--- config.mk ---
export PLATFORM = sky130hd
export DESIGN_NAME = packed_julian_date_converter
export DESIGN_NICKNAME = d
export VERILOG_FILES = /design/src/pjdc_pkg.sv /design/src/pjdc_decode.sv /design/src/pjdc_encode.sv /design/src/packed_julian_date_converter.sv
export SDC_FILE = /design/constraint.sdc
export NUM_CORES = 1
export LEC_CHECK = 0
export CORE_MARGIN = 2
export CORE_UTILIZATION = 40
export DETAILED_ROUTE_END_ITERATION = 6
export DONT_BUFFER_PORTS = 1
export PLACE_DENSITY_LB_ADDON = 0.25
export SLEW_MARGIN = 0
export SYNTH_ARGS = -nofsm -noshare
export SYNTH_HDL_FRONTEND = slang
export SYNTH_HIERARCHICAL = 1
export SYNTH_SLANG_ARGS = --single-unit
export TNS_END_PERCENT = 1
--- constraint.sdc ---
create_clock -name clk -period 21.2 [get_ports clk]
set_input_delay 5.3 -clock clk [delete_from_list [all_inputs] [get_ports clk]]
set_output_delay 5.3 -clock clk [all_outputs]
set_load 0.1 [all_outputs]
--- src/pjdc_pkg.sv ---
package pjdc_pkg;

	// sign nibble written on encode and recognised as "no low digit" on decode
	localparam logic [3:0] SIGN_NIBBLE = 4'hF;
	localparam logic [3:0] MONTHS_PER_YEAR = 4'd12;
	localparam logic [3:0] FEBRUARY = 4'd1;

	typedef struct packed {
		logic       mode;
		logic [7:0] packed_year;
		logic [7:0] packed_day_high;
		logic [7:0] packed_day_low;
		logic       century_sel;
		logic [7:0] years_since_1900;
		logic [3:0] month_index;
		logic [4:0] day_of_month;
	} item_t;

	typedef struct packed {
		logic [8:0] out_years_since_1900;
		logic [3:0] out_month;
		logic [4:0] out_day;
		logic       out_century;
		logic [7:0] out_packed_year;
		logic [7:0] out_packed_day_high;
		logic [7:0] out_packed_day_low;
	} result_t;

	// 4/100/400 rule on 1900 + ys; within range only 1900 and 2100 drop out
	function automatic logic is_leap(input logic [8:0] ys);
		return (ys[1:0] == 2'b00) && (ys != 9'd0) && (ys != 9'd200);
	endfunction

	// days in the months before month m (m = 12 gives the year length)
	function automatic logic [8:0] days_before(input logic [3:0] m, input logic leap);
		logic [8:0] d;
		case (m)
			4'd0: d = 9'd0;
			4'd1: d = 9'd31;
			4'd2: d = 9'd59;
			4'd3: d = 9'd90;
			4'd4: d = 9'd120;
			4'd5: d = 9'd151;
			4'd6: d = 9'd181;
			4'd7: d = 9'd212;
			4'd8: d = 9'd243;
			4'd9: d = 9'd273;
			4'd10: d = 9'd304;
			4'd11: d = 9'd334;
			default: d = 9'd365;
		endcase
		if (leap && (m > FEBRUARY))
			d = d + 9'd1;
		return d;
	endfunction

	// divide by ten through the reciprocal 205/2048, exact below 1029
	function automatic logic [5:0] div10(input logic [8:0] v);
		logic [16:0] p;
		p = 17'(v) * 17'd205;
		return p[16:11];
	endfunction

endpackage

--- src/pjdc_decode.sv ---
module pjdc_decode (
	input  pjdc_pkg::item_t   item,
	output pjdc_pkg::result_t result
);

	function automatic logic [7:0] unpack_byte(input logic [7:0] b);
		if (b[3:0] == pjdc_pkg::SIGN_NIBBLE)
			return {4'd0, b[7:4]};
		return 8'({b[7:4], 3'b000}) + 8'({b[7:4], 1'b0}) + 8'(b[3:0]);
	endfunction

	logic [7:0]  ydig;
	logic [7:0]  tens;
	logic [7:0]  ones;
	logic [8:0]  ysince;
	logic [10:0] ord;
	logic        leap;
	logic        in_year;
	logic [3:0]  mon;
	logic [10:0] day_full;

	always_comb begin
		ydig = unpack_byte(item.packed_year);
		tens = unpack_byte(item.packed_day_high);
		ones = unpack_byte(item.packed_day_low);
		ysince = 9'(ydig) + (item.century_sel ? 9'd100 : 9'd0);
		ord = 11'({tens, 3'b000}) + 11'({tens, 1'b0}) + 11'(ones);
		leap = pjdc_pkg::is_leap(ysince);
		in_year = (ord != 11'd0) &&
			(ord <= 11'(pjdc_pkg::days_before(pjdc_pkg::MONTHS_PER_YEAR, leap)));
		// month boundaries are increasing, so the last one passed wins
		mon = 4'd0;
		for (int m = 1; m < 12; m++) begin
			if (ord > 11'(pjdc_pkg::days_before(4'(m), leap)))
				mon = 4'(m);
		end
		day_full = ord - 11'(pjdc_pkg::days_before(mon, leap));

		result = '0;
		result.out_years_since_1900 = ysince;
		result.out_month = in_year ? mon : 4'd0;
		result.out_day = in_year ? day_full[4:0] : 5'd0;
	end

endmodule

--- src/pjdc_encode.sv ---
module pjdc_encode (
	input  pjdc_pkg::item_t   item,
	output pjdc_pkg::result_t result
);

	logic       leap;
	logic [3:0] lim;
	logic [8:0] ord;
	logic [5:0] ord_q;
	logic [8:0] ord_r;
	logic [5:0] q_hi;
	logic [8:0] q_lo;
	logic [7:0] ymod;
	logic [5:0] y_hi;
	logic [8:0] y_lo;

	always_comb begin
		leap = pjdc_pkg::is_leap(9'(item.years_since_1900));
		lim = (item.month_index > pjdc_pkg::MONTHS_PER_YEAR) ?
			pjdc_pkg::MONTHS_PER_YEAR : item.month_index;
		ord = pjdc_pkg::days_before(lim, leap) + 9'(item.day_of_month);

		ord_q = pjdc_pkg::div10(ord);
		ord_r = ord - 9'(ord_q) * 9'd10;
		q_hi = pjdc_pkg::div10(9'(ord_q));
		q_lo = 9'(ord_q) - 9'(q_hi) * 9'd10;

		if (item.years_since_1900 >= 8'd200)
			ymod = item.years_since_1900 - 8'd200;
		else if (item.years_since_1900 >= 8'd100)
			ymod = item.years_since_1900 - 8'd100;
		else
			ymod = item.years_since_1900;
		y_hi = pjdc_pkg::div10(9'(ymod));
		y_lo = 9'(ymod) - 9'(y_hi) * 9'd10;

		result = '0;
		result.out_century = (item.years_since_1900 >= 8'd100);
		result.out_packed_year = {y_hi[3:0], y_lo[3:0]};
		result.out_packed_day_high = {q_hi[3:0], q_lo[3:0]};
		result.out_packed_day_low = {ord_r[3:0], pjdc_pkg::SIGN_NIBBLE};
	end

endmodule

--- src/packed_julian_date_converter.sv ---
// packed julian date converter
//
// command channel: drive item and raise start; a transaction is taken at
// each rising edge where start is high and busy is low. busy never rises,
// so a new transaction may be issued on every cycle.
// item.mode picks the direction: 0 decodes the packed YY/DD/DS bytes into
// years since 1900, month and day; 1 encodes a calendar date into the packed
// bytes with an F sign nibble plus the century bit. fields of the other
// direction come back as zero.
// result channel: done is high for exactly one cycle with result valid in
// that cycle; the receiver cannot stall, so every result must be taken then.
// flow: the transaction is captured in the input register at its accept
// edge, then the converted value lands in the result register, whose
// valid flag drives done directly. throughput is one transaction per
// cycle, set by the single combinational pass between the two registers.
// reset: arst_n clears the valid flags at once, so no done appears after
// reset until a new transaction is taken; payload registers are not reset.
module packed_julian_date_converter (
	input  logic              clk,
	input  logic              arst_n,
	input  logic              start,
	output logic              busy,
	input  pjdc_pkg::item_t   item,
	output logic              done,
	output pjdc_pkg::result_t result
);

	pjdc_pkg::item_t   item_s1;
	logic              valid_s1;
	pjdc_pkg::result_t dec_res;
	pjdc_pkg::result_t enc_res;
	pjdc_pkg::result_t result_s2;
	logic              valid_s2;

	// nothing here ever has to hold a transaction back
	assign busy = 1'b0;

	// input register
	always_ff @(posedge clk or negedge arst_n) begin
		if (!arst_n) begin
			valid_s1 <= 1'b0;
		end else begin
			valid_s1 <= start && !busy;
		end
	end

	always_ff @(posedge clk) begin
		if (start && !busy) begin
			item_s1 <= item;
		end
	end

	// both directions are worked out side by side, mode picks one
	pjdc_decode u_decode (
		.item   (item_s1),
		.result (dec_res)
	);

	pjdc_encode u_encode (
		.item   (item_s1),
		.result (enc_res)
	);

	// result register
	always_ff @(posedge clk or negedge arst_n) begin
		if (!arst_n) begin
			valid_s2 <= 1'b0;
		end else begin
			valid_s2 <= valid_s1;
		end
	end

	always_ff @(posedge clk) begin
		if (valid_s1) begin
			result_s2 <= item_s1.mode ? enc_res : dec_res;
		end
	end

	assign done = valid_s2;
	assign result = result_s2;

`ifndef SYNTH
	// every captured transaction yields a result on the next cycle
	assert property (@(posedge clk) disable iff (!arst_n) valid_s1 |=> done)
		else $error("captured transaction produced no result");

	// a result belongs to one direction only
	assert property (@(posedge clk) disable iff (!arst_n)
		done |-> (result.out_packed_day_low == 8'h00 ||
			result.out_years_since_1900 == 9'd0))
		else $error("result mixes decode and encode fields");

	// decoded month stays within the year
	assert property (@(posedge clk) disable iff (!arst_n)
		done |-> result.out_month <= 4'd11)
		else $error("month out of range");

	// a zero day only comes with month zero
	assert property (@(posedge clk) disable iff (!arst_n)
		(done && result.out_day == 5'd0) |-> result.out_month == 4'd0)
		else $error("zero day with non-zero month");
`endif

endmodule
# Yosys cells after proc, flatten, opt, wreduce, memory -nomap -nowiden
# Memory sizes are Yosys's and may differ from the RTL's.
# Cells that the tools add are included.
[word_totals] ff_bits=88 mem_bits_ro=288 input_bits=46 output_inout_bits=45 wordCells=119 memories=2
[op_classes] n_addsub=18 n_mul=6 n_lt_le_gt_ge=17 eq_ne=5 n_mux=38 bitwise=1 reduce_logical=13
[memory_table] memory="(name not given)" depth=16 word_bits=9 read_ports=1 rd_ports_with_merged_regs=0 wr=0 line="pjdc_pkg.sv:37" rtl="case (m)"
[memory_table] memory="(name not given)" depth=16 word_bits=9 read_ports=1 rd_ports_with_merged_regs=0 wr=0 line="pjdc_pkg.sv:37"
[op_table] cell="$mux 8" n=8
[op_table] cell="$mux 4" n=13
[op_table] cell="$gt 11x8->1" n=4
[op_table] cell="$gt 11x9->1" n=3
[op_table] cell="$add 7x5->8" n=3
[op_table] cell="$add 8x4->8" n=3
[op_table] cell="$gt 11x7->1" n=2
[op_table] cell="$mul 9x8->17 const B" n=1
[op_table] cell="$mul 8x8->16 const B" n=1
[op_table] cell="$mul 6x8->14 const B" n=1
[op_table] cell="$eq 4x4->1 const B" n=3
[op_table] cell="$sub 4x4->4" n=3
[op_table] cell="$add 11x8->11" n=1
[op_table] cell="$add 11x9->11" n=1
[op_table] cell="$gt 11x5->1 const B" n=1
[op_table] cell="$gt 11x6->1" n=1
[op_table] cell="$le 11x9->1" n=1
[op_table] cell="$reduce_bool 11->1" n=1
[op_table] cell="$add 8x7->9" n=1
[op_table] cell="$add 9x1->9 const B" n=1
[op_table] cell="$add 9x5->9" n=1
[op_table] cell="$mux 1" n=9
[op_table] cell="$mux 9" n=1
[op_table] cell="$ne 9x8->1 const B" n=1
[op_table] cell="other kinds (22)" n=33

# Depth between registers and ports, before layout
# Gate-level depths: netlist (run 1).
[depth] ltp_word=23 depth_mapped=51 depth_no_buf=49

# Modules after synthesis
# The synthesis (run 1) kept the hierarchy.
[by_module_without_submodules] mod="pjdc_encode" n_inst=1 cells_each=499 area_per_inst_um2=4399.2 seq_area_each_um2=0.0
[by_module_without_submodules] mod="packed_julian_date_converter" n_inst=1 cells_each=138 area_per_inst_um2=3369.5 seq_area_each_um2=2632.5
[by_module_without_submodules] mod="pjdc_decode" n_inst=1 cells_each=371 area_per_inst_um2=2905.3 seq_area_each_um2=0.0

# Worst setup path after synthesis (run 1)
# No wires, ideal clock.
[synth_path] kind="register to register" start="register item_s1[8] in the netlist's numbering" end="register result_s2 (netlist bit result[11]) (data pin)" setup_time_ns=0.260 arrival_ns=10.796 required_ns=20.940 slack_ns=10.144 stages_incl_launch_ff=48 path_buffers=2 period_less_slack_ns=11.056 path_cell_list="edfxtp_1 -> buf_6 -> buf_2 -> nand2_1 -> nand2_1 -> ha_1 -> nor2b_1 -> nor2b_1 -> o32ai_1 -> ha_1 -> mux2_2 -> ha_1 -> a21o_1 -> a21oi_1 -> o21bai_1 -> a21o_1 -> a21oi_1 -> nor3b_1 -> [12 not listed] -> a21oi_1 -> xor2_1 -> ha_1 -> inv_1 -> fa_1 -> fa_1 -> ha_1 -> o21a_1 -> o21a_1 -> or2_1 -> a31o_2 -> o21a_2 -> nor2_1 -> xnor2_1 -> ha_1 -> o21bai_1 -> xnor3_1 -> mux2_4"
[synth_lines] item="start, declared" line="packed_julian_date_converter.sv:28" rtl="pjdc_pkg::item_t item_s1;"
[synth_lines] item="start signal, assigned" line="packed_julian_date_converter.sv:49" rtl="item_s1 <= item;"
[synth_lines] item="end signal, assigned" line="packed_julian_date_converter.sv:75" rtl="result_s2 <= item_s1.mode ? enc_res : dec_res;"
[synth_lines] item="end, declared" line="packed_julian_date_converter.sv:32" rtl="pjdc_pkg::result_t result_s2;"

==> out/metrics.cfg, run 1 <==
[outcome]
outcome=finished with violations
failed_checks=DRC

[routing]
wirelength_um=20100
drc=8
via_total_after_detailed_routing=6762
drt_first_iter_violations=286
viasPerCell=5.04
drt_first_pass_iters=7
avgRoutedWirePerCell_um=15.0
drtAntennaViolNets=0

[worst_setup_path]
worstReg2RegEnd=result[11]
reg2reg_setup_slack_ps=9270
cp_buf_inv_count=4
path_class=reg -> reg
crit_arrival_ps=12020
worstReg2RegStart=item_s1[8]
crit_path_end_kind=flip-flop
cpPeakStageDelay_ps=750
worst_path_most_repeated_cell=sky130_fd_sc_hd__ha_1
critical-path-top-delay-family=adder cells
path_max_fanout=22
reg2regPathDepth=45
cp.required_ps=21300
crit_path_start_kind=flip-flop
worst_path_max_delay_cell=sky130_fd_sc_hd__edfxtp_1

[floorplan]
core_area_sq_um=26100
std_cell_rows=59
floorplan.initialDensity=0.408
die_h_um=167
die_x_um=167
die_area_sq_um=28000
io_pins=91

[logic_synthesis]
xor_xnor_share_of_the_synthesized_area=0.0654
combinational_family_with_the_most_area_after_synthesis=adder cells
post_synth_top_cells=sky130_fd_sc_hd__ha_1, sky130_fd_sc_hd__inv_1, sky130_fd_sc_hd__edfxtp_1, sky130_fd_sc_hd__buf_4, sky130_fd_sc_hd__fa_1
synth_compound_gate_area_share=0.129
ys_warn_count=6
synth.mux.area_fraction=0.0675
syn_avg_cell_area_sq_um=10.6
synth.lib_cells_used.distinct=96
dominantRegCellSynth=sky130_fd_sc_hd__edfxtp_1
sequential_fraction_of_the_synthesis_area=0.247
yosys.cell_count.top_type=sky130_fd_sc_hd__ha_1
netlist_top_cells_area=sky130_fd_sc_hd__edfxtp_1, sky130_fd_sc_hd__ha_1, sky130_fd_sc_hd__fa_1
synthDominantCellAreaShare=0.242
syn_inst=1008
netlist_area_sq_um=10700
async_reset_ff_frac=0.0227
synth.ff_latch_count=88
synth-edff-count=86
synth_adder_area_share=0.293
yosys.area_share.simple=0.0968
netlist.top_cell.by_area=sky130_fd_sc_hd__edfxtp_1

[final_layout]
total_number_of_nets_in_the_final_design=1268
fraction_of_final_layout_cells_with_drive_strength_greater_than_1=0.119
synthToLayoutAreaGrowth_pct=3.47
antenna-diode-count=0

[global_route]
gr-total-overflow=0
antenna_found_initial=0
grt_max_degree=45
via_count_of_the_first_global_routing_pass=7060
grt_first_pass_wirelength_um=34000
globalRouteTotalUtil=0.150

[worst_hold_path]
worst_hold_path.num_cells=1
worstHoldStart=item_s1[9]
hp-class=reg -> reg
min_to=result[16]

[placement]
post-dp-hpwl_um=16400
io_buffer_count=0
finalWeightedCongestion=0.866

[clock_network]
htreeDepth=3
numCtsBuffers=9
cts.repair_timing.setup_buffer_count=0
cts_max_path_buffers=2
quantity_of_hold_fixing_buffers_added_after_cts=0
post_cts.resized_instances=0
cts.root.buffer_cell=sky130_fd_sc_hd__clkbuf_16
clock_insertion_delay_worst_skew_ps=350
tritoncts_num_sinks=88
clkTransAtPathRegs_ps=80
cts_tree=built

[sta]
slew_viol_final=0
timing.final.hold_violations=0
finalClockSkew_ps=13.9
timing.final.crit_share=0.563
finalSetupViolCount=0
slew_at_the_pin_closest_to_its_max_slew_limit_ps=998
timing.setup.tns_ps=0
rsz0062_at_grt=false
relSlewSlack=0.336
fmax_mhz=83.8
timing.final.crit_period_ps=11930

[job]
drv.max_cap_violation_count=0

[worst register-to-register path: cells and delay by family (launching register included)]
kind	cells	cell delay [ps]
mux	1	260
buf+inv	4	310
simple gates	9	1570
flops	1	750
compound gates	12	2740
fa+ha+maj	14	4590
xor+xnor	5	1440
[placed cells by master, fill, tap and decap left out, types with 13 or more instances in the layout]
| master | n |
|---|---|
| sky130_fd_sc_hd__xor2_1 | 21 |
| sky130_fd_sc_hd__nand2_1 | 37 |
| sky130_fd_sc_hd__xnor2_1 | 43 |
| sky130_fd_sc_hd__nor2_1 | 37 |
| sky130_fd_sc_hd__edfxtp_1 | 86 |
| sky130_fd_sc_hd__a21oi_1 | 36 |
| sky130_fd_sc_hd__nand2b_1 | 13 |
| sky130_fd_sc_hd__conb_1 | 49 |
| sky130_fd_sc_hd__nor3_1 | 18 |
| sky130_fd_sc_hd__a21o_1 | 22 |
| sky130_fd_sc_hd__mux2_4 | 40 |
| sky130_fd_sc_hd__ha_1 | 174 |
| sky130_fd_sc_hd__fa_1 | 47 |
| sky130_fd_sc_hd__and2_1 | 13 |
| sky130_fd_sc_hd__o21ai_0 | 24 |
| sky130_fd_sc_hd__inv_1 | 141 |
[layer usage]
metal / up-vias / track usage / wire [um]
li1: 3449 / - / -
met1: 3194 / 0.202 / 9940
met2: 106 / 0.256 / 9440
met3: 13 / 0.0184 / 471
met4: 0 / 0.0363 / 238
met5: - / 0 / 0
[worst max-delay path by stage]
| stage | start | endpoint | cells after the start |
|---|---|---|---|
| after floorplan | item_s1[8] | result[11] | 47 |
| after global placement | item_s1[8] | result[11] | 45 |
| after detailed placement | item_s1[8] | result[11] | 45 |
| after CTS | item_s1[8] | result[11] | 45 |
| after global routing | item_s1[8] | result[11] | 45 |
| final | item_s1[8] | result[11] | 45 |
[state kept, by name (all words and copies together) (netlist names)]
signal	flops
done	1
item_s1	43
result	43
valid_s1	1
[cells by family after synthesis]
family,Yosys count
AOI/OAI and AO/OA,180
xor gates and xnor gates,71
adders and majority gates,222
buffers and inverters,208
DFF,88
muxes,51
other,4
and+or+nand+nor,184
[layout make-up]
class / count / area (sq um)
Tap cell: 335 / 419
Fill cell: 2537 / 15100
Sequential cell: 88 / 2630
Clock inverter: 7 / 71.3
Timing Repair Buffer: 1 / 7.51
Clock buffer: 9 / 225
Inverter: 144 / 541
Multi-Input combinational cell: 757 / 7150
[stage by stage]
| step | cell area [sq um] | utilization | setup slack, ps | std cells | hold WS, ps |
|---|---|---|---|---|---|
| final | 11000 | 0.423 | 9270 | 1341 | 745 |
| after floorplan | 10800 | - | 10140 | 1053 | 681 |
| after detailed placement | 10700 | 0.411 | 9300 | 1325 | 744 |
| after global placement | 10700 | 0.411 | 9610 | 1325 | 752 |
| after global routing | 11000 | 0.423 | 8540 | 1341 | 799 |
| after CTS | 11000 | 0.423 | 9270 | 1341 | 761 |
Power of run 1 is left out: the tool's default activity adds up to more than one toggle a clock period on the data nets, which glitch-free logic cannot reach.
==> run 2: changes to the inputs <==
--- a/config.mk
+++ b/config.mk
@@ -5,6 +5,7 @@
 export SDC_FILE = /design/constraint.sdc
 export NUM_CORES = 1
 export LEC_CHECK = 0
+export ABC_AREA = 1
 export CORE_MARGIN = 2
 export CORE_UTILIZATION = 40
 export DETAILED_ROUTE_END_ITERATION = 6
==> constraint.sdc (replaced) <==
create_clock -name clk -period 11.59 [get_ports clk]
set_input_delay 2.8975 -clock clk [delete_from_list [all_inputs] [get_ports clk]]
set_output_delay 2.8975 -clock clk [all_outputs]
set_load 0.1 [all_outputs]
==> run 2 against run 1 <==
The run now ends clean; final area is 3.1% higher; maximum frequency increased by 17%; routed wire length grew 15%; synthesized cell count rose by 39%; global-route usage up 1.9 points; die area up 2.7%; count of clock-buffer cells in the layout is 1 higher; clock skew is 1.4 ps higher; register-to-register slack worse by 7800 ps; first-iteration DRC count grew 40%; largest cell class unchanged.
==> out/metrics.cfg, run 2 <==
[final_layout]
regs_by_ff_count=item_s1 x43, result x43  ; unchanged
final.fill_count=2689  ; was 2537
antenna-diode-count=0  ; unchanged
layout.cells.most_common=sky130_fd_sc_hd__nand2_1  ; was sky130_fd_sc_hd__ha_1
total_number_of_nets_in_the_final_design=1670  ; was 1268
synthToLayoutAreaGrowth_pct=3.74  ; was 3.47%
fraction_of_final_layout_cells_with_drive_strength_greater_than_1=0.0605  ; was 0.119
leading_cell_types_in_the_layout_fill_and_taps_excluded=sky130_fd_sc_hd__nand2_1, sky130_fd_sc_hd__inv_1, sky130_fd_sc_hd__ha_1, sky130_fd_sc_hd__nor2_1, sky130_fd_sc_hd__edfxtp_1  ; was sky130_fd_sc_hd__ha_1, sky130_fd_sc_hd__inv_1, sky130_fd_sc_hd__edfxtp_1, sky130_fd_sc_hd__conb_1, sky130_fd_sc_hd__fa_1

[floorplan]
die_h_um=170  ; was 167 um
core_area_sq_um=27000  ; was 26100 sq um
io_pins=91  ; unchanged
die_area_sq_um=28800  ; was 28000 sq um
floorplan.initialDensity=0.407  ; was 0.408
die_x_um=170  ; was 167 um
std_cell_rows=60  ; was 59

[outcome]
outcome=finished clean  ; was finished with violations

[logic_synthesis]
synth.ff_latch_count=88  ; unchanged
netlist.top_cell.by_area=sky130_fd_sc_hd__edfxtp_1  ; unchanged
async_reset_ff_frac=0.0227  ; unchanged
synth_adder_area_share=0.284  ; was 0.293
netlist_top_cells_area=sky130_fd_sc_hd__edfxtp_1, sky130_fd_sc_hd__ha_1, sky130_fd_sc_hd__nand2_1  ; was sky130_fd_sc_hd__edfxtp_1, sky130_fd_sc_hd__ha_1, sky130_fd_sc_hd__fa_1
sequential_fraction_of_the_synthesis_area=0.240  ; was 0.247
xor_xnor_share_of_the_synthesized_area=0.0385  ; was 0.0654
syn_inst=1406  ; was 1008
dominantRegCellSynth=sky130_fd_sc_hd__edfxtp_1  ; unchanged
synth-edff-count=86  ; unchanged
yosys.cell_count.top_type=sky130_fd_sc_hd__nand2_1  ; was sky130_fd_sc_hd__ha_1
syn_avg_cell_area_sq_um=7.80  ; was 10.6 sq um
yosys.area_share.simple=0.235  ; was 0.0968
synth.lib_cells_used.distinct=59  ; was 96
combinational_family_with_the_most_area_after_synthesis=adder cells  ; unchanged
post_synth_top_cells=sky130_fd_sc_hd__nand2_1, sky130_fd_sc_hd__inv_1, sky130_fd_sc_hd__ha_1, sky130_fd_sc_hd__nor2_1, sky130_fd_sc_hd__edfxtp_1  ; was sky130_fd_sc_hd__ha_1, sky130_fd_sc_hd__inv_1, sky130_fd_sc_hd__edfxtp_1, sky130_fd_sc_hd__buf_4, sky130_fd_sc_hd__fa_1
synth_compound_gate_area_share=0.0627  ; was 0.129
synthDominantCellAreaShare=0.235  ; was 0.242
ys_warn_count=6  ; unchanged
synth.mux.area_fraction=0.00205  ; was 0.0675
netlist_area_sq_um=11000  ; was 10700 sq um

[routing]
drc=0  ; was 8
via_total_after_detailed_routing=8294  ; was 6762
drt_first_iter_violations=399  ; was 286
wirelength_um=23000  ; was 20100 um
viasPerCell=4.75  ; was 5.04
drt_first_pass_iters=7  ; unchanged
avgRoutedWirePerCell_um=13.2  ; was 15.0 um
drtAntennaViolNets=0  ; unchanged

[worst_setup_path]
crit_arrival_ps=10290  ; was 12020 ps
worst_path_most_repeated_cell=sky130_fd_sc_hd__nand2_1  ; was sky130_fd_sc_hd__ha_1
path_class=reg -> reg  ; unchanged
path_max_fanout=8  ; was 22
crit_path_start_kind=flip-flop  ; unchanged
worst_path_max_delay_cell=sky130_fd_sc_hd__fa_1  ; was sky130_fd_sc_hd__edfxtp_1
reg2regPathDepth=61  ; was 45
crit_path_end_kind=flip-flop  ; unchanged
cpPeakStageDelay_ps=530  ; was 750 ps
cp.required_ps=11710  ; was 21300 ps
reg2reg_setup_slack_ps=1420  ; was 9270 ps

[job]
drv.max_cap_violation_count=0  ; unchanged

[clock_network]
quantity_of_hold_fixing_buffers_added_after_cts=0  ; unchanged
clock_insertion_delay_worst_skew_ps=370  ; was 350 ps
cts.root.buffer_cell=sky130_fd_sc_hd__clkbuf_16  ; unchanged
cts_tree=built  ; unchanged
clkTransAtPathRegs_ps=70  ; was 80 ps
cts.repair_timing.setup_buffer_count=0  ; unchanged
numCtsBuffers=9  ; unchanged
post_cts.resized_instances=0  ; unchanged
htreeDepth=3  ; unchanged
cts_max_path_buffers=2  ; unchanged
tritoncts_num_sinks=88  ; unchanged

[placement]
finalWeightedCongestion=0.913  ; was 0.866
io_buffer_count=0  ; unchanged
post-dp-hpwl_um=18500  ; was 16400 um

[sta]
relSlewSlack=0.364  ; was 0.336
fmax_mhz=98.4  ; was 83.8 MHz
rsz0062_at_grt=false  ; unchanged
finalSetupViolCount=0  ; unchanged
timing.final.hold_violations=0  ; unchanged
slew_at_the_pin_closest_to_its_max_slew_limit_ps=956  ; was 998 ps
finalClockSkew_ps=15.3  ; was 13.9 ps
timing.final.crit_share=0.877  ; was 0.563
timing.final.crit_period_ps=10170  ; was 11930 ps
timing.setup.tns_ps=0  ; unchanged
slew_viol_final=0  ; unchanged

[worst_hold_path]
hp-class=reg -> reg  ; unchanged
worst_hold_path.num_cells=4  ; was 1

[global_route]
grt_first_pass_wirelength_um=38700  ; was 34000 um
globalRouteTotalUtil=0.168  ; was 0.150
gr-total-overflow=0  ; unchanged
via_count_of_the_first_global_routing_pass=8155  ; was 7060
antenna_found_initial=0  ; unchanged
grt_max_degree=45  ; unchanged

## run 2: worst max-delay path: cells and delay by family, from the launching register on
family | cells | cell delay [ps]
flops | 1 | 520
fa+ha+maj | 12 | 4510
simple gates | 28 | 2760
xor+xnor | 1 | 210
buf+inv | 15 | 1110
compound gates | 5 | 850
## run 2: path summary, 6_finish.rpt
path                        startpoint         end
hold / removal             item_s1[34]  result[34]
hold reg to reg            item_s1[34]  result[34]
min in group asynchronous       arst_n    valid_s1
max in group asynchronous       arst_n    valid_s1
setup reg to reg            item_s1[7]  result[11]
setup / recovery            item_s1[7]  result[11]
## run 2: area by class of cell
cell class	count	area, sq um	area share
repair buffers	2	15.0	0.00132
well taps	341	427	0.0375
clock inverters	4	47.5	0.00418
clock buffers	10	229	0.0201
inverters	269	1020	0.0894
multi-input cells	1033	7010	0.616
flip-flops and latches	88	2630	0.231
## run 2: kinds of logic after synthesis
kind of cell	after synthesis
compound gates	120
fa+ha+maj	221
mux	2
buf+inv	330
flops	88
xor+xnor	44
simple gates	597
other cells	4
## run 2: per-stage QoR
stage                      util  hold slack (ps)  setup slack (ps)  std cells  area (sq um)
after floorplan               -              649              2300       1451         11100
after global placement    0.412              734              1710       1733         11100
after detailed placement  0.412              731              1420       1733         11100
after CTS                 0.422              745              1410       1747         11400
after global routing      0.422              787               332       1747         11400
final                     0.422              743              1420       1747         11400
## run 2: metal layers
layer  vias to the layer above  part of all wire  GRT usage
met5                         -                 0          0
li1                       4372                 -          -
met1                      3769              0.48      0.214
met4                         0             0.014     0.0476
met2                       134              0.48      0.292
met3                        19             0.033     0.0317
Power of run 2 is left out for the same reason.
